## src/hw/rtl/rcst_pkg.sv

```systemverilog
// Shared types and constants of the RC stick trim and aux channel mapper.
// Depends on nothing; every other file of the block imports it.
`default_nettype none

package rcst_pkg;

  localparam int unsigned SAMPLE_W    = 10;
  localparam int unsigned STICK_OUT_W = 12;
  localparam int unsigned AUX_OUT_W   = 11;
  localparam int unsigned TRIM_W      = 8;
  localparam int unsigned COUNT_W     = 4;
  localparam int unsigned STATE_W     = 3;
  localparam int unsigned LANES       = 4;
  localparam int unsigned LANE_W      = 2;

  localparam int unsigned IN_DATA_W  = 88;
  localparam int unsigned OUT_DATA_W = 96;

  // Converter full scale and the split point of the piecewise stick curve.
  localparam int unsigned SAMPLE_MAX = 1023;
  localparam int unsigned MAP_MID    = SAMPLE_MAX / 2;
  // Upper half divides by SAMPLE_MAX - MAP_MID = 2**MAP_SHIFT.
  localparam int unsigned MAP_SHIFT  = 9;

  localparam int unsigned BUTTONS = 5;

  localparam logic [AUX_OUT_W-1:0]   PULSE_MIN = 11'd1000;
  localparam logic [AUX_OUT_W-1:0]   PULSE_MID = 11'd1500;
  localparam logic [AUX_OUT_W-1:0]   PULSE_MAX = 11'd2000;
  localparam logic [STICK_OUT_W-1:0] STICK_SAT = 12'd3000;

  localparam logic [COUNT_W-1:0] COUNT_SAT = 4'd8;

  typedef enum logic [1:0] {
    ST_IDLE,
    ST_CALC,
    ST_FLUSH
  } rcst_state_e;

  typedef struct packed {
    logic              capture;
    logic              calc;
    logic [LANE_W-1:0] lane;
    logic              load;
  } rcst_cmd_t;

  // A state count above eight acts as eight.
  function automatic logic [COUNT_W-1:0] eff_count(input logic [COUNT_W-1:0] c);
    eff_count = (c > COUNT_SAT) ? COUNT_SAT : c;
  endfunction

endpackage

`default_nettype wire

```

## src/hw/rtl/rc_stick_trim_aux_channel_mapper_unit.sv

```systemverilog
// Top level of the RC stick trim and aux channel mapper.
// Depends on rcst_pkg, rcst_ctrl, rcst_datapath and rcst_map.
//
// Usage: one stream transaction on the slave side carries a full sample set
// (four sticks, four aux samples, aux pin levels) and, when s_axis_tuser is 1,
// one button press that is applied before the set is mapped. Every input
// transaction yields exactly one master-side transaction with eight channel
// pulse widths plus trim mode and trim selection.
// Settings are written through cfg_we_i/cfg_index_i/cfg_data_i while the
// block is idle; a write takes effect at the clock edge it is sampled on.
// Timing: the press is applied at the accepting edge, then one shared lane
// per cycle maps a stick and an aux channel, then the staged results move
// into the output register, which sets m_axis_tvalid. A new item is taken
// only once the last one has been loaded into the output register, after its
// accept, its four lane passes through the shared map units and its load.
// Stall: the output register holds its transaction until m_axis_tready; the
// next item can still be accepted and worked, and it waits in the staging
// registers until the output register frees up.
// Reset: settings return to state count 2, step 1, limit 20; trims, switch
// states, trim mode and selection clear; no output is pending.
`default_nettype none

module rc_stick_trim_aux_channel_mapper_unit
  import rcst_pkg::*;
(
  input  wire logic                  clk_i,
  input  wire logic                  rst_ni,
  // Slave side
  input  wire logic                  s_axis_tvalid,
  output logic                       s_axis_tready,
  // button[2:0], throttle_raw[12:3], yaw_raw[22:13], pitch_raw[32:23],
  // roll_raw[42:33], aux1_raw[52:43], aux2_raw[62:53], aux3_raw[72:63],
  // aux4_raw[82:73], aux_levels[86:83], zero[87]
  input  wire logic [IN_DATA_W-1:0]  s_axis_tdata,
  // command[0]
  input  wire logic                  s_axis_tuser,
  // Master side
  output logic                       m_axis_tvalid,
  input  wire logic                  m_axis_tready,
  // throttle_out[11:0], yaw_out[23:12], pitch_out[35:24], roll_out[47:36],
  // aux1_out[58:48], aux2_out[69:59], aux3_out[80:70], aux4_out[91:81],
  // trim_mode[92], trim_select[94:93], zero[95]
  output logic      [OUT_DATA_W-1:0] m_axis_tdata,
  // Configuration
  input  wire logic                  cfg_we_i,
  input  wire logic [2:0]            cfg_index_i,
  input  wire logic [6:0]            cfg_data_i
);

  rcst_cmd_t cmd;

  // Sequence accept, lane passes and output load.
  rcst_ctrl u_ctrl (
    .clk_i       (clk_i),
    .rst_ni      (rst_ni),
    .in_valid_i  (s_axis_tvalid),
    .in_ready_o  (s_axis_tready),
    .out_valid_o (m_axis_tvalid),
    .out_ready_i (m_axis_tready),
    .cmd_o       (cmd)
  );

  // Hold settings and state, compute one lane per cycle.
  rcst_datapath u_datapath (
    .clk_i       (clk_i),
    .rst_ni      (rst_ni),
    .cfg_we_i    (cfg_we_i),
    .cfg_index_i (cfg_index_i),
    .cfg_data_i  (cfg_data_i),
    .cmd_i       (cmd),
    .in_data_i   (s_axis_tdata),
    .in_user_i   (s_axis_tuser),
    .out_data_o  (m_axis_tdata)
  );

endmodule

`default_nettype wire

```

## src/hw/rtl/rcst_map.sv

```systemverilog
// Piecewise stick curve: sample onto 1000..1500..2000 microseconds.
// Depends on rcst_pkg.
`default_nettype none

module rcst_map
  import rcst_pkg::*;
(
  input  wire logic [SAMPLE_W-1:0]  sample_i,
  output logic      [AUX_OUT_W-1:0] pulse_o
);

  logic [SAMPLE_W-1:0]  v;
  logic [17:0]          lo_prod;
  logic [8:0]           lo_q0;
  logic [9:0]           lo_rem;
  logic [8:0]           lo_q;
  logic [SAMPLE_W-1:0]  hi_diff;
  logic [17:0]          hi_prod;
  logic [8:0]           hi_q;

  always_comb begin
    v = (sample_i > SAMPLE_W'(SAMPLE_MAX)) ? SAMPLE_W'(SAMPLE_MAX) : sample_i;

    // Lower half: v*500/511. With x = 512*q0 + lo, x = 511*q0 + (lo + q0),
    // and that remainder stays below 2*511, so one correction step suffices.
    lo_prod = 18'(v) * 18'd500;
    lo_q0   = lo_prod[17:MAP_SHIFT];
    lo_rem  = {1'b0, lo_prod[MAP_SHIFT-1:0]} + {1'b0, lo_q0};
    lo_q    = lo_q0 + ((lo_rem >= 10'(MAP_MID)) ? 9'd1 : 9'd0);

    // Upper half divides by a power of two.
    hi_diff = v - SAMPLE_W'(MAP_MID);
    hi_prod = 18'(hi_diff) * 18'd500;
    hi_q    = hi_prod[17:MAP_SHIFT];

    if (v < SAMPLE_W'(MAP_MID)) begin
      pulse_o = PULSE_MIN + {2'b00, lo_q};
    end else begin
      pulse_o = PULSE_MID + {2'b00, hi_q};
    end
  end

endmodule

`default_nettype wire

```

## src/hw/rtl/rcst_ctrl.sv

```systemverilog
// Sequencer of the mapper: handshakes, lane counter and output valid.
// Depends on rcst_pkg.
`default_nettype none

module rcst_ctrl
  import rcst_pkg::*;
(
  input  wire logic clk_i,
  input  wire logic rst_ni,
  input  wire logic in_valid_i,
  output logic      in_ready_o,
  output logic      out_valid_o,
  input  wire logic out_ready_i,
  output rcst_cmd_t cmd_o
);

  rcst_state_e       state_q, state_d;
  logic [LANE_W-1:0] lane_q, lane_d;
  logic              out_valid_q, out_valid_d;
  logic              out_free;

  assign out_free = !out_valid_q || out_ready_i;

  always_comb begin
    state_d = state_q;
    unique case (state_q)
      ST_IDLE: begin
        if (in_valid_i) state_d = ST_CALC;
      end
      ST_CALC: begin
        if (lane_q == LANE_W'(LANES - 1)) state_d = ST_FLUSH;
      end
      ST_FLUSH: begin
        if (out_free) state_d = ST_IDLE;
      end
      default: state_d = ST_IDLE;
    endcase
  end

  always_comb begin
    in_ready_o    = (state_q == ST_IDLE);
    cmd_o.capture = (state_q == ST_IDLE) && in_valid_i;
    cmd_o.calc    = (state_q == ST_CALC);
    cmd_o.lane    = lane_q;
    cmd_o.load    = (state_q == ST_FLUSH) && out_free;
    lane_d        = (state_q == ST_CALC) ? lane_q + 1'b1 : '0;
    if (cmd_o.load) begin
      out_valid_d = 1'b1;
    end else if (out_ready_i) begin
      out_valid_d = 1'b0;
    end else begin
      out_valid_d = out_valid_q;
    end
  end

  assign out_valid_o = out_valid_q;

  always_ff @(posedge clk_i or negedge rst_ni) begin
    if (!rst_ni) begin
      state_q     <= ST_IDLE;
      lane_q      <= '0;
      out_valid_q <= 1'b0;
    end else begin
      state_q     <= state_d;
      lane_q      <= lane_d;
      out_valid_q <= out_valid_d;
    end
  end

endmodule

`default_nettype wire

```

## src/hw/rtl/rcst_datapath.sv

```systemverilog
// Datapath of the mapper: settings, trim and switch state, lane arithmetic,
// result staging and output register. Depends on rcst_pkg and rcst_map.
`default_nettype none

module rcst_datapath
  import rcst_pkg::*;
(
  input  wire logic                  clk_i,
  input  wire logic                  rst_ni,
  input  wire logic                  cfg_we_i,
  input  wire logic [2:0]            cfg_index_i,
  input  wire logic [6:0]            cfg_data_i,
  input  wire rcst_cmd_t             cmd_i,
  input  wire logic [IN_DATA_W-1:0]  in_data_i,
  input  wire logic                  in_user_i,
  output logic      [OUT_DATA_W-1:0] out_data_o
);

  localparam logic [2:0] CFG_AUX4_COUNT = 3'd3;
  localparam logic [2:0] CFG_TRIM_STEP  = 3'd4;
  localparam logic [2:0] CFG_TRIM_LIMIT = 3'd5;

  localparam logic [2:0] BTN_FUNC     = 3'd0;
  localparam logic [2:0] BTN_TRIM_DN  = 3'd1;
  localparam logic [2:0] BTN_TRIM_UP  = 3'd2;
  localparam logic [2:0] BTN_SEL_NEXT = 3'd3;
  localparam logic [2:0] BTN_SEL_PREV = 3'd4;

  // Switch positions: row is state count minus two, column the state.
  localparam logic [AUX_OUT_W-1:0] AUX_LUT [7][8] = '{
    '{11'd1000, 11'd2000, 11'd2000, 11'd2000, 11'd2000, 11'd2000, 11'd2000, 11'd2000},
    '{11'd1000, 11'd1500, 11'd2000, 11'd2000, 11'd2000, 11'd2000, 11'd2000, 11'd2000},
    '{11'd1000, 11'd1333, 11'd1666, 11'd2000, 11'd2000, 11'd2000, 11'd2000, 11'd2000},
    '{11'd1000, 11'd1250, 11'd1500, 11'd1750, 11'd2000, 11'd2000, 11'd2000, 11'd2000},
    '{11'd1000, 11'd1200, 11'd1400, 11'd1600, 11'd1800, 11'd2000, 11'd2000, 11'd2000},
    '{11'd1000, 11'd1166, 11'd1333, 11'd1500, 11'd1666, 11'd1833, 11'd2000, 11'd2000},
    '{11'd1000, 11'd1142, 11'd1285, 11'd1428, 11'd1571, 11'd1714, 11'd1857, 11'd2000}
  };

  function automatic logic signed [TRIM_W-1:0] clamp_trim(input logic signed [8:0] t,
                                                          input logic [6:0] lim);
    logic signed [8:0] lim_s;
    lim_s = $signed({2'b00, lim});
    if (t > lim_s) begin
      clamp_trim = TRIM_W'(lim_s);
    end else if (t < -lim_s) begin
      clamp_trim = TRIM_W'(-lim_s);
    end else begin
      clamp_trim = TRIM_W'(t);
    end
  endfunction

  // Output lanes run throttle, yaw, pitch, roll; trims are indexed yaw first.
  function automatic logic [LANE_W-1:0] trim_index(input logic [LANE_W-1:0] lane);
    trim_index = {lane[1], lane[0] ^ ~lane[1]};
  endfunction

  // Settings
  logic [COUNT_W-1:0] aux_count_q [LANES];
  logic [3:0]         step_q;
  logic [6:0]         limit_q;

  // Trim and switch state
  logic                     trim_active_q, trim_active_d;
  logic [LANE_W-1:0]        sel_q, sel_d;
  logic [STATE_W-1:0]       aux_state_q [LANES];
  logic [STATE_W-1:0]       aux_state_d [LANES];
  logic signed [TRIM_W-1:0] trim_q [LANES];
  logic signed [TRIM_W-1:0] trim_d [LANES];

  // Captured samples
  logic [SAMPLE_W-1:0] stick_raw_q [LANES];
  logic [SAMPLE_W-1:0] aux_raw_q [LANES];
  logic [3:0]          levels_q;

  // Staged results and output register
  logic [STICK_OUT_W-1:0] stick_res_q [LANES];
  logic [AUX_OUT_W-1:0]   aux_res_q [LANES];
  logic [STICK_OUT_W-1:0] stick_out_q [LANES];
  logic [AUX_OUT_W-1:0]   aux_out_q [LANES];
  logic                   mode_out_q;
  logic [LANE_W-1:0]      sel_out_q;

  // Button handling
  logic [2:0]         button;
  logic               press_en;
  logic [LANE_W-1:0]  aux_sel;
  logic [COUNT_W-1:0] press_cnt;
  logic signed [8:0]  trim_up, trim_dn;
  logic [STATE_W:0]   next_state;

  // Lane arithmetic
  logic [AUX_OUT_W-1:0]     stick_map, aux_map;
  logic signed [TRIM_W-1:0] lane_trim;
  logic signed [12:0]       trim_prod;
  logic signed [13:0]       stick_sum;
  logic [STICK_OUT_W-1:0]   stick_val;
  logic [COUNT_W-1:0]       lane_cnt;
  logic [AUX_OUT_W-1:0]     aux_val;

  always_ff @(posedge clk_i or negedge rst_ni) begin
    if (!rst_ni) begin
      for (int i = 0; i < LANES; i++) aux_count_q[i] <= 4'd2;
      step_q  <= 4'd1;
      limit_q <= 7'd20;
    end else if (cfg_we_i) begin
      if (cfg_index_i <= CFG_AUX4_COUNT) begin
        aux_count_q[cfg_index_i[LANE_W-1:0]] <= cfg_data_i[COUNT_W-1:0];
      end else if (cfg_index_i == CFG_TRIM_STEP) begin
        step_q <= cfg_data_i[3:0];
      end else if (cfg_index_i == CFG_TRIM_LIMIT) begin
        limit_q <= cfg_data_i;
      end
    end
  end

  assign button   = in_data_i[2:0];
  assign press_en = cmd_i.capture && in_user_i;

  always_comb begin
    trim_active_d = trim_active_q;
    sel_d         = sel_q;
    aux_state_d   = aux_state_q;
    trim_d        = trim_q;
    aux_sel       = LANE_W'(button - 3'd1);
    press_cnt     = eff_count(aux_count_q[aux_sel]);
    trim_up       = {trim_q[sel_q][TRIM_W-1], trim_q[sel_q]} + $signed({5'b00000, step_q});
    trim_dn       = {trim_q[sel_q][TRIM_W-1], trim_q[sel_q]} - $signed({5'b00000, step_q});
    next_state    = {1'b0, aux_state_q[aux_sel]} + 1'b1;
    if (next_state > press_cnt - 1'b1) next_state = '0;

    // Ignore unknown buttons and aux buttons that are not fitted.
    if (press_en && (button < 3'(BUTTONS)) && (button <= BTN_SEL_PREV)) begin
      if (button == BTN_FUNC) begin
        trim_active_d = !trim_active_q;
        sel_d         = '0;
      end else if (press_cnt > 4'd1) begin
        if (trim_active_q) begin
          unique case (button)
            BTN_TRIM_DN:  trim_d[sel_q] = clamp_trim(trim_dn, limit_q);
            BTN_TRIM_UP:  trim_d[sel_q] = clamp_trim(trim_up, limit_q);
            BTN_SEL_NEXT: sel_d = sel_q + 1'b1;
            BTN_SEL_PREV: sel_d = sel_q - 1'b1;
            default:      ;
          endcase
        end else begin
          aux_state_d[aux_sel] = next_state[STATE_W-1:0];
        end
      end
    end
  end

  always_ff @(posedge clk_i or negedge rst_ni) begin
    if (!rst_ni) begin
      trim_active_q <= 1'b0;
      sel_q         <= '0;
      for (int i = 0; i < LANES; i++) begin
        aux_state_q[i] <= '0;
        trim_q[i]      <= '0;
      end
    end else begin
      trim_active_q <= trim_active_d;
      sel_q         <= sel_d;
      aux_state_q   <= aux_state_d;
      trim_q        <= trim_d;
    end
  end

  always_ff @(posedge clk_i) begin
    if (cmd_i.capture) begin
      for (int i = 0; i < LANES; i++) begin
        stick_raw_q[i] <= in_data_i[3 + SAMPLE_W*i +: SAMPLE_W];
        aux_raw_q[i]   <= in_data_i[43 + SAMPLE_W*i +: SAMPLE_W];
      end
      levels_q <= in_data_i[86:83];
    end
  end

  rcst_map u_stick_map (
    .sample_i (stick_raw_q[cmd_i.lane]),
    .pulse_o  (stick_map)
  );

  rcst_map u_aux_map (
    .sample_i (aux_raw_q[cmd_i.lane]),
    .pulse_o  (aux_map)
  );

  always_comb begin
    lane_trim = trim_q[trim_index(cmd_i.lane)];
    trim_prod = lane_trim * $signed({1'b0, step_q});
    stick_sum = $signed({3'b000, stick_map}) + {trim_prod[12], trim_prod};
    if (stick_sum < 0) begin
      stick_val = '0;
    end else if (stick_sum > $signed({2'b00, STICK_SAT})) begin
      stick_val = STICK_SAT;
    end else begin
      stick_val = stick_sum[STICK_OUT_W-1:0];
    end

    lane_cnt = eff_count(aux_count_q[cmd_i.lane]);
    if (lane_cnt == 4'd0) begin
      aux_val = aux_map;
    end else if (lane_cnt == 4'd1) begin
      aux_val = levels_q[cmd_i.lane] ? PULSE_MAX : PULSE_MIN;
    end else begin
      aux_val = AUX_LUT[3'(lane_cnt - 4'd2)][aux_state_q[cmd_i.lane]];
    end
  end

  always_ff @(posedge clk_i) begin
    if (cmd_i.calc) begin
      stick_res_q[cmd_i.lane] <= stick_val;
      aux_res_q[cmd_i.lane]   <= aux_val;
    end
    if (cmd_i.load) begin
      stick_out_q <= stick_res_q;
      aux_out_q   <= aux_res_q;
      mode_out_q  <= trim_active_q;
      sel_out_q   <= sel_q;
    end
  end

  always_comb begin
    out_data_o = '0;
    for (int i = 0; i < LANES; i++) begin
      out_data_o[STICK_OUT_W*i +: STICK_OUT_W] = stick_out_q[i];
      out_data_o[48 + AUX_OUT_W*i +: AUX_OUT_W] = aux_out_q[i];
    end
    out_data_o[92]    = mode_out_q;
    out_data_o[94:93] = sel_out_q;
  end

endmodule

`default_nettype wire

```

## config.mk

```make
export PLATFORM = sky130hd
export DESIGN_NAME = rc_stick_trim_aux_channel_mapper_unit
export DESIGN_NICKNAME = d
export VERILOG_FILES = /design/src/hw/rtl/rcst_pkg.sv /design/src/hw/rtl/rc_stick_trim_aux_channel_mapper_unit.sv /design/src/hw/rtl/rcst_map.sv /design/src/hw/rtl/rcst_ctrl.sv /design/src/hw/rtl/rcst_datapath.sv
export SDC_FILE = /design/constraint.sdc
export NUM_CORES = 1
export LEC_CHECK = 0
export BUFFER_PORTS_ARGS = -buffer_cell sky130_fd_sc_hd__buf_4
export CORE_ASPECT_RATIO = 1.1
export CORE_UTILIZATION = 66
export CTS_CLUSTER_SIZE = 16
export DETAILED_ROUTE_END_ITERATION = 6
export GPL_TIMING_DRIVEN = 0
export HOLD_SLACK_MARGIN = 0.05
export PLACE_DENSITY = 0.95
export SETUP_SLACK_MARGIN = 0.5
export SYNTH_ARGS = -nofsm -noshare
export SYNTH_HDL_FRONTEND = slang
export SYNTH_SLANG_ARGS = --single-unit
```

## constraint.sdc

```tcl
create_clock -name clk_i -period 21.8 [get_ports clk_i]
set_clock_uncertainty 0.2 [all_clocks]
set_input_delay 1.09 -clock clk_i [delete_from_list [all_inputs] [get_ports clk_i]]
set_output_delay 1.09 -clock clk_i [all_outputs]
set_load 0.02 [all_outputs]
```

==> flow_metrics.py, run 1 <==
metrics = {
    "detailed_routing": {
        "wl_met3_mm": 4.60,
        "ant_nets": 0,
        "first_pass_iters": 5,
        "wire_per_inst_um": 21.3,
        "top_layer": "met4",
        "drt-initial-drc-count": 1474,
        "dr_wl_met2_mm": 31.1,
        "vias": 18000,
        "vias_per_cell": 6.23,
        "drc_errors": 0,
        "wl_mm": 61.4,
        "wl_met1_mm": 23.1,
    },
    "die": {
        "die_h_um": 207,
        "start_util": 0.675,
        "fp-row-count": 74,
        "die_w_um": 188,
        "die_area_sq_mm": 0.0389,
        "io_pins": 202,
        "core_area_sq_mm": 0.0373,
    },
    "clock_network": {
        "cts_tree": "built",
        "hold_buffers": 0,
        "cts_setup_buffers": 0,
        "cts_max_path_buffers": 3,
        "cts_root_buffer": "clkbuf_16",
        "cts.sinks": 350,
        "htreeDepth": 2,
        "clock_latency_ns": 0.57,
        "clk_pin_slew_ns": 0.07,
        "cts_buffers": 36,
        "cts_resized": 0,
    },
    "sta": {
        "period_minus_slack_ns": 15.59,
        "layout_setup_ws_ns": 6.21,
        "slew_headroom": 0.0299,
        "finalCritPeriodShare": 0.715,
        "whs_ns": 0.207,
        "hold_viol": 0,
        "slew_viol_final": 0,
        "tns_ns": 0,
        "rsz0062_at_grt": "false",
        "worst_pin_slew_ns": 1.46,
        "fmax_mhz": 64.2,
        "setup_viol_count_final": 0,
    },
    "cells_and_area": {
        "drive_gt1_frac": 0.174,
        "layout.nets": 2875,
        "fill_cells": 2188,
        "antenna_cells": 0,
        "areaGrowthSynthToFinish_pct": 13.6,
        "final_cells": 2888,
    },
    "critical_path": {
        "reg2reg_depth": 51,
        "critical_path_class": "flop to flop",
        "endpoint_kind": "flop",
        "crit_required_ns": 21.91,
        "start_kind": "flop",
        "crit_path_max_incr_delay_ns": 0.94,
        "slowest_stage": "buf_1",
        "regToRegStartpoint": "u_ctrl.lane_q[0]$_DFF_PN0_",
        "r2r-end": "u_datapath.stick_res_q[36]$_DFFE_PP_",
        "cp_max_fo": 10,
        "crit_arrival_ns": 15.70,
        "r2r_setup_slack_ns": 6.21,
    },
    "global_route": {
        "grt_pass1_vias": 18700,
        "antenna_found_initial": 0,
        "grt_use_total": 0.323,
        "grt_overflow": 0,
        "grt_pass1_wl_mm": 97.5,
        "grt_max_degree": 80,
    },
    "worst_hold_path": {
        "whs_path_depth": 0,
        "hold_class": "flop to flop",
        "worst_hold_startpoint": "u_datapath.aux_res_q[33]$_DFFE_PP_",
        "min_to": "u_datapath.out_data_o[48]$_DFFE_PP_",
    },
    "job": {
        "maxCapViolations": 0,
    },
    "run_status": {
        "status": "finished clean",
    },
    "placed_design": {
        "dp_slack_ns": 6.65,
        "gp_congestion": 0.916,
        "hpwl_mm": 46.5,
        "portBuffers": 199,
        "dp_cells": 2822,
    },
    "synthesis": {
        "syn-instance-count": 2126,
        "netlist_area_sq_mm": 0.0252,
        "async_reset_ff_frac": 0.226,
        "postSynthAreaPerCell_sq_um": 11.8,
        "synth_seq_cells": 350,
        "synth_top_flop_cell": "edfxtp_1",
        "ys_warn_count": 0,
        "syn_nets": 2635,
        "synth-edff-count": 271,
        "ys_seq_area_frac": 0.402,
        "yosysUniqueCellTypes": 93,
    },
}
metal layers:
metal,up-vias,track usage
met4,0,0.135
met3,229,0.0561
li1,8048,-
met1,8845,0.387
met5,-,0
met2,870,0.578
final cells by class:
class,instances,area [sq um],share of cell area
plain buffers,47,205,0.00718
repair buffers,202,1550,0.0543
multi-input cells,1447,13800,0.482
clock buffers,43,937,0.0328
flip-flops and latches,350,10100,0.354
well taps,494,618,0.0216
inverters,282,1060,0.0370
clock inverters,23,309,0.0108
through the flow:
step | utilization | cell area [sq um]
5_1_grt | 0.766 | 28600
2_1_floorplan | - | 25200
6_report | 0.766 | 28600
4_1_cts | 0.766 | 28600
3_3_place_gp | 0.731 | 27300
3_5_place_dp | 0.733 | 27400
worst max-delay path: cells and delay by family, from the launching register on:
family	cells	cell delay, ns
AO/OA/AOI/OAI	9	2.27
XOR/XNOR	4	0.91
adder cells (fa/ha/maj)	12	5.02
buffers and inverters	11	2.72
flip-flops	1	0.58
multiplexers	2	0.91
AND/OR/NAND/NOR	13	2.68
worst max-delay path by stage:
| stage | cells past startpoint | start | end |
|---|---|---|---|
| finish | 51 | u_ctrl.lane_q[0]$_DFF_PN0_ | u_datapath.stick_res_q[36]$_DFFE_PP_ |
| CTS | 51 | u_ctrl.lane_q[0]$_DFF_PN0_ | u_datapath.stick_res_q[24]$_DFFE_PP_ |
| global placement | 49 | u_ctrl.lane_q[0]$_DFF_PN0_ | u_datapath.stick_res_q[36]$_DFFE_PP_ |
| global route | 51 | u_ctrl.lane_q[0]$_DFF_PN0_ | u_datapath.stick_res_q[36]$_DFFE_PP_ |
| detailed placement | 51 | u_ctrl.lane_q[0]$_DFF_PN0_ | u_datapath.stick_res_q[36]$_DFFE_PP_ |
| floorplan | 47 | u_ctrl.lane_q[0]$_DFF_PN0_ | u_datapath.stick_res_q[10]$_DFFE_PP_ |
synth_stat cells (all sizes together) (5+ instances only):
library cell	instances	area share
nand3b	5	0.0015
clkbuf	30	0.0045
dfrtp	72	0.072
and3	8	0.0020
a221oi	7	0.0036
mux2	58	0.026
xnor2	77	0.028
mux4	50	0.045
dfstp	7	0.0073
o21ai	83	0.017
or3	8	0.0020
buf	17	0.0037
a21o	23	0.0069
nand2b	20	0.0050
nand2	131	0.020
a22oi	6	0.0020
nor2	88	0.013
o2111ai	6	0.0023
xor2	34	0.012
o211ai	13	0.0041
inv	282	0.042
o22ai	12	0.0030
nor3	37	0.0076
a21oi	96	0.019
ha	261	0.13
o21a	25	0.0078
or2	6	0.0015
edfxtp	271	0.32
nand4	15	0.0037
o21bai	5	0.0015
nand3	26	0.0052
nor3b	5	0.0019
nor2b	26	0.0065
a31o	5	0.0017
fa	144	0.11
a31oi	11	0.0027
o31ai	10	0.0030
mux2i	19	0.0076
and2	40	0.0099
a211oi	15	0.0047
cell families (layout without fill, tap and decap cells):
| logic type | Yosys count | in the layout | synth area share |
|---|---|---|---|
| buffers and inverters | 329 | 597 | 0.0502 |
| XOR/XNOR | 111 | 111 | 0.0401 |
| flip-flops | 350 | 350 | 0.402 |
| adder cells (fa/ha/maj) | 405 | 405 | 0.244 |
| other | 1 | 1 | 0.000149 |
| multiplexers | 127 | 127 | 0.0783 |
| AO/OA/AOI/OAI | 371 | 371 | 0.0998 |
| AND/OR/NAND/NOR | 432 | 432 | 0.0849 |
state kept, by name (all words and copies together), names as in the netlist:
name and count:
u_datapath.aux_res_q 44, u_datapath.out_data_o 92, u_ctrl.out_valid_o 1, u_datapath.aux_state_q 12, u_datapath.levels_q 4, u_datapath.sel_out_q 2
u_datapath.trim_q 32, u_ctrl.lane_q 2, u_ctrl.state_q 2, u_datapath.stick_raw_q 40, u_datapath.sel_q 2, u_datapath.step_q 4
u_datapath.aux_raw_q 40, u_datapath.stick_res_q 48, u_datapath.limit_q 7, u_datapath.aux_count_q 16, u_datapath.trim_active_q 1, u_datapath.mode_out_q 1
cell usage in the layout (no fill, tap or decap), drive strengths merged, types with 6 or more instances in the layout:
master   count
a211oi      15
a21o        23
a21oi       96
a221oi       7
a22oi        6
a31oi       11
and2        40
and3         8
buf        219
clkbuf      73
clkinv       9
dfrtp       72
dfstp        7
edfxtp     271
fa         144
ha         261
inv        290
mux2        58
mux2i       19
mux4        50
nand2      131
nand2b      20
nand3       26
nand4       15
nor2        88
nor2b       26
nor3        37
o2111ai      6
o211ai      13
o21a        25
o21ai       83
o22ai       12
o31ai       10
or2          6
or3          8
xnor2       77
xor2        34
Power of run 1 is not shown: default switching activity piles up to over one toggle a cycle in this logic, so the estimate is an artifact.
==> run 2, diff against run 1 <==
--- a/config.mk
+++ b/config.mk
@@ -7,12 +7,12 @@
 export LEC_CHECK = 0
 export BUFFER_PORTS_ARGS = -buffer_cell sky130_fd_sc_hd__buf_4
 export CORE_ASPECT_RATIO = 1.1
-export CORE_UTILIZATION = 66
+export CORE_UTILIZATION = 56
 export CTS_CLUSTER_SIZE = 16
 export DETAILED_ROUTE_END_ITERATION = 6
 export GPL_TIMING_DRIVEN = 0
 export HOLD_SLACK_MARGIN = 0.05
-export PLACE_DENSITY = 0.95
+export PLACE_DENSITY = 0.87
 export SETUP_SLACK_MARGIN = 0.5
 export SYNTH_ARGS = -nofsm -noshare
 export SYNTH_HDL_FRONTEND = slang
==> constraint.sdc (replaced) <==
create_clock -name clk_i -period 13.75 [get_ports clk_i]
set_clock_uncertainty 0.2 [all_clocks]
set_input_delay 0.6875 -clock clk_i [delete_from_list [all_inputs] [get_ports clk_i]]
set_output_delay 0.6875 -clock clk_i [all_outputs]
set_load 0.02 [all_outputs]
==> run 2 against run 1 <==
Cell area rose by 1.1%. Die area rose by 18%. Critical path depth fell by 3. Count of clock-buffer cells in the layout rose by 6. Maximum frequency rose by 21%. Flip-flop and latch count did not move. Sequential share of layout area fell by 0.37 points. Global-route usage fell by 6.6 points. Utilization fell by 12 points. Critical endpoint is now u_datapath.stick_res_q[46]$_DFFE_PP_. Largest cell class unchanged.
==> flow_metrics.py, run 2 (same netlist as run 1, synthesis figures left out) <==
metrics = {
    "run_status": {
        "status": "finished clean",
    },
    "clock_network": {
        "cts.sinks": 350,
        "cts_max_path_buffers": 3,
        "cts_buffers": 38,
        "cts_root_buffer": "clkbuf_16",
        "clock_latency_ns": 0.56,
        "cts_tree": "built",
        "hold_buffers": 0,
        "clk_pin_slew_ns": 0.06,
        "htreeDepth": 2,
    },
    "global_route": {
        "grt_max_degree": 80,
        "antenna_found_initial": 0,
        "grt_use_total": 0.256,
        "grt_pass1_vias": 18100,
        "grt_pass1_wl_mm": 92.2,
        "grt_overflow": 0,
    },
    "placed_design": {
        "portBuffers": 199,
        "placed_area_sq_mm": 0.0275,
        "hpwl_mm": 45.1,
        "dp_cells": 2909,
        "gp_congestion": 0.949,
    },
    "die": {
        "fp-row-count": 81,
        "die_w_um": 204,
        "die_h_um": 224,
        "die_area_sq_mm": 0.0458,
        "start_util": 0.567,
        "io_pins": 202,
        "core_area_sq_mm": 0.0444,
    },
    "critical_path": {
        "endpoint_kind": "flop",
        "cp_max_fo": 10,
        "start_kind": "flop",
        "critPathLaunch": "u_ctrl.lane_q[1]$_DFF_PN0_",
        "regToRegStartpoint": "u_ctrl.lane_q[1]$_DFF_PN0_",
        "crit_path_max_incr_delay_ns": 0.55,
        "critical_path_class": "flop to flop",
        "crit_arrival_ns": 13.04,
        "slowest_stage": "fa_1",
        "cpMostUsedCell": "fa_1",
        "crit_required_ns": 13.91,
    },
    "sta": {
        "finalCritPeriodShare": 0.937,
        "worst_pin_slew_ns": 1.39,
        "period_minus_slack_ns": 12.88,
        "slew_viol_final": 0,
        "rsz0062_at_grt": "false",
        "hold_viol": 0,
        "slew_headroom": 0.0704,
        "tns_ns": 0,
        "fmax_mhz": 77.7,
        "setup_viol_count_final": 0,
    },
    "cells_and_area": {
        "antenna_cells": 0,
        "layout_commonest_cell": "inv_1",
        "largest_register_ffs": 92,
        "fill_cells": 3161,
        "layout.nets": 2886,
        "areaGrowthSynthToFinish_pct": 14.8,
        "drive_gt1_frac": 0.188,
        "mostFrequentLayoutCells": "282 x inv_1, 271 x edfxtp_1, 261 x ha_1, 210 x buf_4, 144 x fa_1",
        "fin_area_sq_mm": 0.0289,
        "final_cells": 2987,
        "seqCellArea_sq_mm": 0.0101,
        "multi_input_area_sq_mm": 0.0139,
    },
    "detailed_routing": {
        "dr_wl_met2_mm": 29.4,
        "wl_met1_mm": 23.2,
        "vias_per_cell": 5.85,
        "wl_mm": 58.1,
        "first_pass_iters": 5,
        "ant_nets": 0,
        "vias": 17500,
        "wl_met3_mm": 3.73,
        "wire_per_inst_um": 19.5,
        "drc_errors": 0,
        "drt-initial-drc-count": 1323,
        "top_layer": "met4",
    },
    "job": {
        "maxCapViolations": 0,
    },
    "worst_hold_path": {
        "hold_class": "input pin to asynchronous set/reset pin",
    },
}
## run 2: changes by cell type in the layout (fill, tap and decap cells not counted), moves of 3 or more
cell       change
buf_4          +9
a21oi_1        -5
a21oi_2        +5
buf_1          -5
nor2_1         -5
nor2_2         +4
bufinv_16      -3
clkbuf_16      +3
## run 2: what timing repair did
item | in CTS | in global routing
setup buffers | 3 | 6
gates resized for setup | 28 | 25
pin swaps | 1 | 3
setup endpoints to repair | 48 | 48
## run 2: worst paths after layout
| check | cells after the start | slack (ns) | endpoint |
|---|---|---|---|
| hold / removal | 1 | 0.09 | u_datapath.trim_q[22]$_DFFE_PN0P_ |
| setup reg to reg | 48 | 0.87 | u_datapath.stick_res_q[46]$_DFFE_PP_ |
| setup / recovery | 48 | 0.87 | u_datapath.stick_res_q[46]$_DFFE_PP_ |
| hold reg to reg | 0 | 0.21 | u_datapath.out_data_o[84]$_DFFE_PP_ |
| max in group asynchronous | 1 | 12.54 | u_ctrl.lane_q[1]$_DFF_PN0_ |
| min in group clk_i | 1 | 0.10 | u_datapath.stick_raw_q[2][2]$_DFFE_PP_ |
## run 2: layout make-up
| cell class | count | share of cell area |
|---|---|---|
| clock inverters | 20 | 0.00671 |
| clock buffers | 49 | 0.0350 |
| inverters | 282 | 0.0366 |
| multi-input cells | 1447 | 0.480 |
| well taps | 581 | 0.0252 |
| flip-flops and latches | 350 | 0.350 |
| plain buffers | 46 | 0.00883 |
| repair buffers | 212 | 0.0572 |
## run 2: metrics by stage
step                      worst slack (ns)  hold WS (ns)  utilization
after floorplan                      0.893         0.192            -
after global placement               -1.19         0.201        0.617
after global routing                 0.238        0.0837        0.651
after detailed placement             -1.62         0.205        0.619
after CTS                            0.521        0.0760        0.647
final                                0.873        0.0896        0.651
## run 2: worst max-delay path: cells and delay by family, from the launching register on
kind / cells / cell delay (ns)
xor+xnor: 4 / 0.91
buf+inv: 9 / 1.14
fa+ha+maj: 12 / 5.05
flops: 1 / 0.47
mux: 2 / 0.61
simple gates: 7 / 0.99
compound gates: 14 / 3.26
## run 2: layer usage
layer,up-vias,global-route usage
met5,-,0
met4,0,0.0939
met3,124,0.0404
met2,664,0.457
met1,8604,0.312
li1,8084,-
Power of run 2 is left out for the same reason.
==> run 3, diff against run 2 <==
--- a/config.mk
+++ b/config.mk
@@ -7,12 +7,12 @@
 export LEC_CHECK = 0
 export BUFFER_PORTS_ARGS = -buffer_cell sky130_fd_sc_hd__buf_4
 export CORE_ASPECT_RATIO = 1.1
-export CORE_UTILIZATION = 56
+export CORE_UTILIZATION = 45
 export CTS_CLUSTER_SIZE = 16
 export DETAILED_ROUTE_END_ITERATION = 6
 export GPL_TIMING_DRIVEN = 0
 export HOLD_SLACK_MARGIN = 0.05
-export PLACE_DENSITY = 0.87
+export PLACE_DENSITY = 0.64
 export SETUP_SLACK_MARGIN = 0.5
 export SYNTH_ARGS = -nofsm -noshare
 export SYNTH_HDL_FRONTEND = slang
==> run 3 against run 2 <==
Flip-flop and latch count is the same. Die area grew 24%. Cell count grew 5.7%.
==> flow_metrics.py, run 3 (same netlist as run 1, synthesis figures left out) <==
metrics = {
    "cells_and_area": {
        "fill_cells": 4689,
        "layout_commonest_cell": "inv_1",
        "seqCellArea_sq_mm": 0.0101,
        "areaGrowthSynthToFinish_pct": 16.5,
        "drive_gt1_frac": 0.192,
        "layout.nets": 2899,
        "largest_register_ffs": 92,
        "multi_input_area_sq_mm": 0.0139,
        "antenna_cells": 0,
        "mostFrequentLayoutCells": "282 x inv_1, 271 x edfxtp_1, 260 x ha_1, 220 x buf_4, 144 x fa_1",
    },
    "clock_network": {
        "cts_root_buffer": "clkbuf_16",
        "cts_tree": "built",
        "clk_pin_slew_ns": 0.06,
        "cts_max_path_buffers": 3,
        "hold_buffers": 0,
        "cts.sinks": 350,
        "htreeDepth": 2,
        "clock_latency_ns": 0.56,
        "cts_buffers": 40,
    },
    "global_route": {
        "grt_pass1_vias": 17500,
        "grt_overflow": 0,
        "grt_max_degree": 80,
        "grt_use_total": 0.207,
        "grt_pass1_wl_mm": 92.3,
        "antenna_found_initial": 0,
    },
    "critical_path": {
        "slowest_stage": "mux4_2",
        "crit_required_ns": 13.84,
        "r2r-end": "u_datapath.stick_res_q[6]$_DFFE_PP_",
        "reg2reg_depth": 48,
        "r2r_setup_slack_ns": 1.23,
        "crit_arrival_ns": 12.61,
        "cp_max_fo": 19,
        "start_kind": "flop",
        "cpMostUsedCell": "fa_1",
        "critical_path_class": "flop to flop",
        "endpoint_kind": "flop",
        "crit_path_max_incr_delay_ns": 0.64,
        "regToRegStartpoint": "u_ctrl.lane_q[0]$_DFF_PN0_",
    },
    "sta": {
        "layout_setup_ws_ns": 1.23,
        "slew_headroom": 0.285,
        "worst_pin_slew_ns": 1.07,
        "finalCritPeriodShare": 0.911,
        "period_minus_slack_ns": 12.52,
        "setup_viol_count_final": 0,
        "slew_viol_final": 0,
        "hold_viol": 0,
        "rsz0062_at_grt": "false",
        "fmax_mhz": 79.9,
    },
    "detailed_routing": {
        "vias_per_cell": 5.41,
        "drt-initial-drc-count": 813,
        "wire_per_inst_um": 18.2,
        "drc_errors": 0,
        "ant_nets": 0,
        "vias": 17100,
        "first_pass_iters": 7,
        "wl_mm": 57.3,
    },
    "die": {
        "die_w_um": 227,
        "fp-row-count": 90,
        "io_pins": 202,
        "die_h_um": 250,
        "die_area_sq_mm": 0.0569,
        "core_area_sq_mm": 0.0551,
        "start_util": 0.457,
    },
    "placed_design": {
        "dp_slack_ns": -1.84,
        "gp_congestion": 0.882,
        "hpwl_mm": 45.1,
        "portBuffers": 199,
    },
    "worst_hold_path": {
        "hold_class": "input pin to asynchronous set/reset pin",
    },
    "job": {
        "maxCapViolations": 0,
    },
    "run_status": {
        "status": "finished clean",
    },
}
[run 3: cell count changes in the layout (fill, tap and decap cells not counted), moves of 3 or more]
cell,delta
a21oi_1,+4
a21oi_2,-4
buf_16,+3
buf_4,+10
clkinv_1,+3
[run 3: worst max-delay path by stage]
stage | from | end | slack (ns) | cells past startpoint
2_1_floorplan | u_ctrl.lane_q[0]$_DFF_PN0_ | u_datapath.stick_res_q[10]$_DFFE_PP_ | 0.89 | 47
3_3_place_gp | u_ctrl.lane_q[0]$_DFF_PN0_ | u_datapath.stick_res_q[46]$_DFFE_PP_ | -1.69 | 49
3_5_place_dp | u_ctrl.lane_q[0]$_DFF_PN0_ | u_datapath.stick_res_q[18]$_DFFE_PP_ | -1.84 | 49
4_1_cts | u_ctrl.lane_q[1]$_DFF_PN0_ | u_datapath.stick_res_q[0]$_DFFE_PP_ | 0.50 | 48
5_1_grt | u_ctrl.lane_q[0]$_DFF_PN0_ | u_datapath.stick_res_q[31]$_DFFE_PP_ | 0.49 | 48
6_report | u_ctrl.lane_q[0]$_DFF_PN0_ | u_datapath.stick_res_q[6]$_DFFE_PP_ | 1.23 | 48
[run 3: timing repair]
item                                    CTS  global route
resized for setup                        32            26
pin swaps                                 0             4
buffers inserted                          3            16
endpoints found under the setup margin   48            48
[run 3: final cells by class]
cell class	instances	share of cell area
inverters	282	0.0361
multi-input cells	1447	0.473
clock inverters	26	0.00956
repair buffers	223	0.0602
flip-flops and latches	350	0.345
well taps	736	0.0314
plain buffers	46	0.00900
clock buffers	47	0.0350
[run 3: per-stage QoR]
| step | util | std cells | TNS, ns | hold WS [ns] | area (sq um) |
|---|---|---|---|---|---|
| after floorplan | - | 2126 | 0 | 0.192 | 25200 |
| after global placement | 0.501 | 3061 | -71.87 | 0.201 | 27600 |
| after detailed placement | 0.503 | 3065 | -78.97 | 0.205 | 27700 |
| after CTS | 0.528 | 3140 | 0 | 0.0563 | 29100 |
| after global routing | 0.533 | 3157 | 0 | 0.0638 | 29300 |
| final | 0.533 | 3157 | 0 | 0.0937 | 29300 |
[run 3: critical path, delay by kind of cell (launching register included)]
| family | cells | cell delay, ns |
|---|---|---|
| buffers and inverters | 8 | 0.88 |
| AO/OA/AOI/OAI | 9 | 2.15 |
| flip-flops | 1 | 0.42 |
| XOR/XNOR | 5 | 1.08 |
| adder cells (fa/ha/maj) | 12 | 4.85 |
| AND/OR/NAND/NOR | 12 | 1.87 |
| multiplexers | 2 | 0.76 |
[run 3: metal layers]
layer	part of all wire	track usage	routed length [um]
met5	0	0	0
met4	0.016	0.0439	937
met3	0.047	0.0290	2700
met2	0.48	0.343	27400
met1	0.46	0.287	26300
Power of run 3 is left out for the same reason.
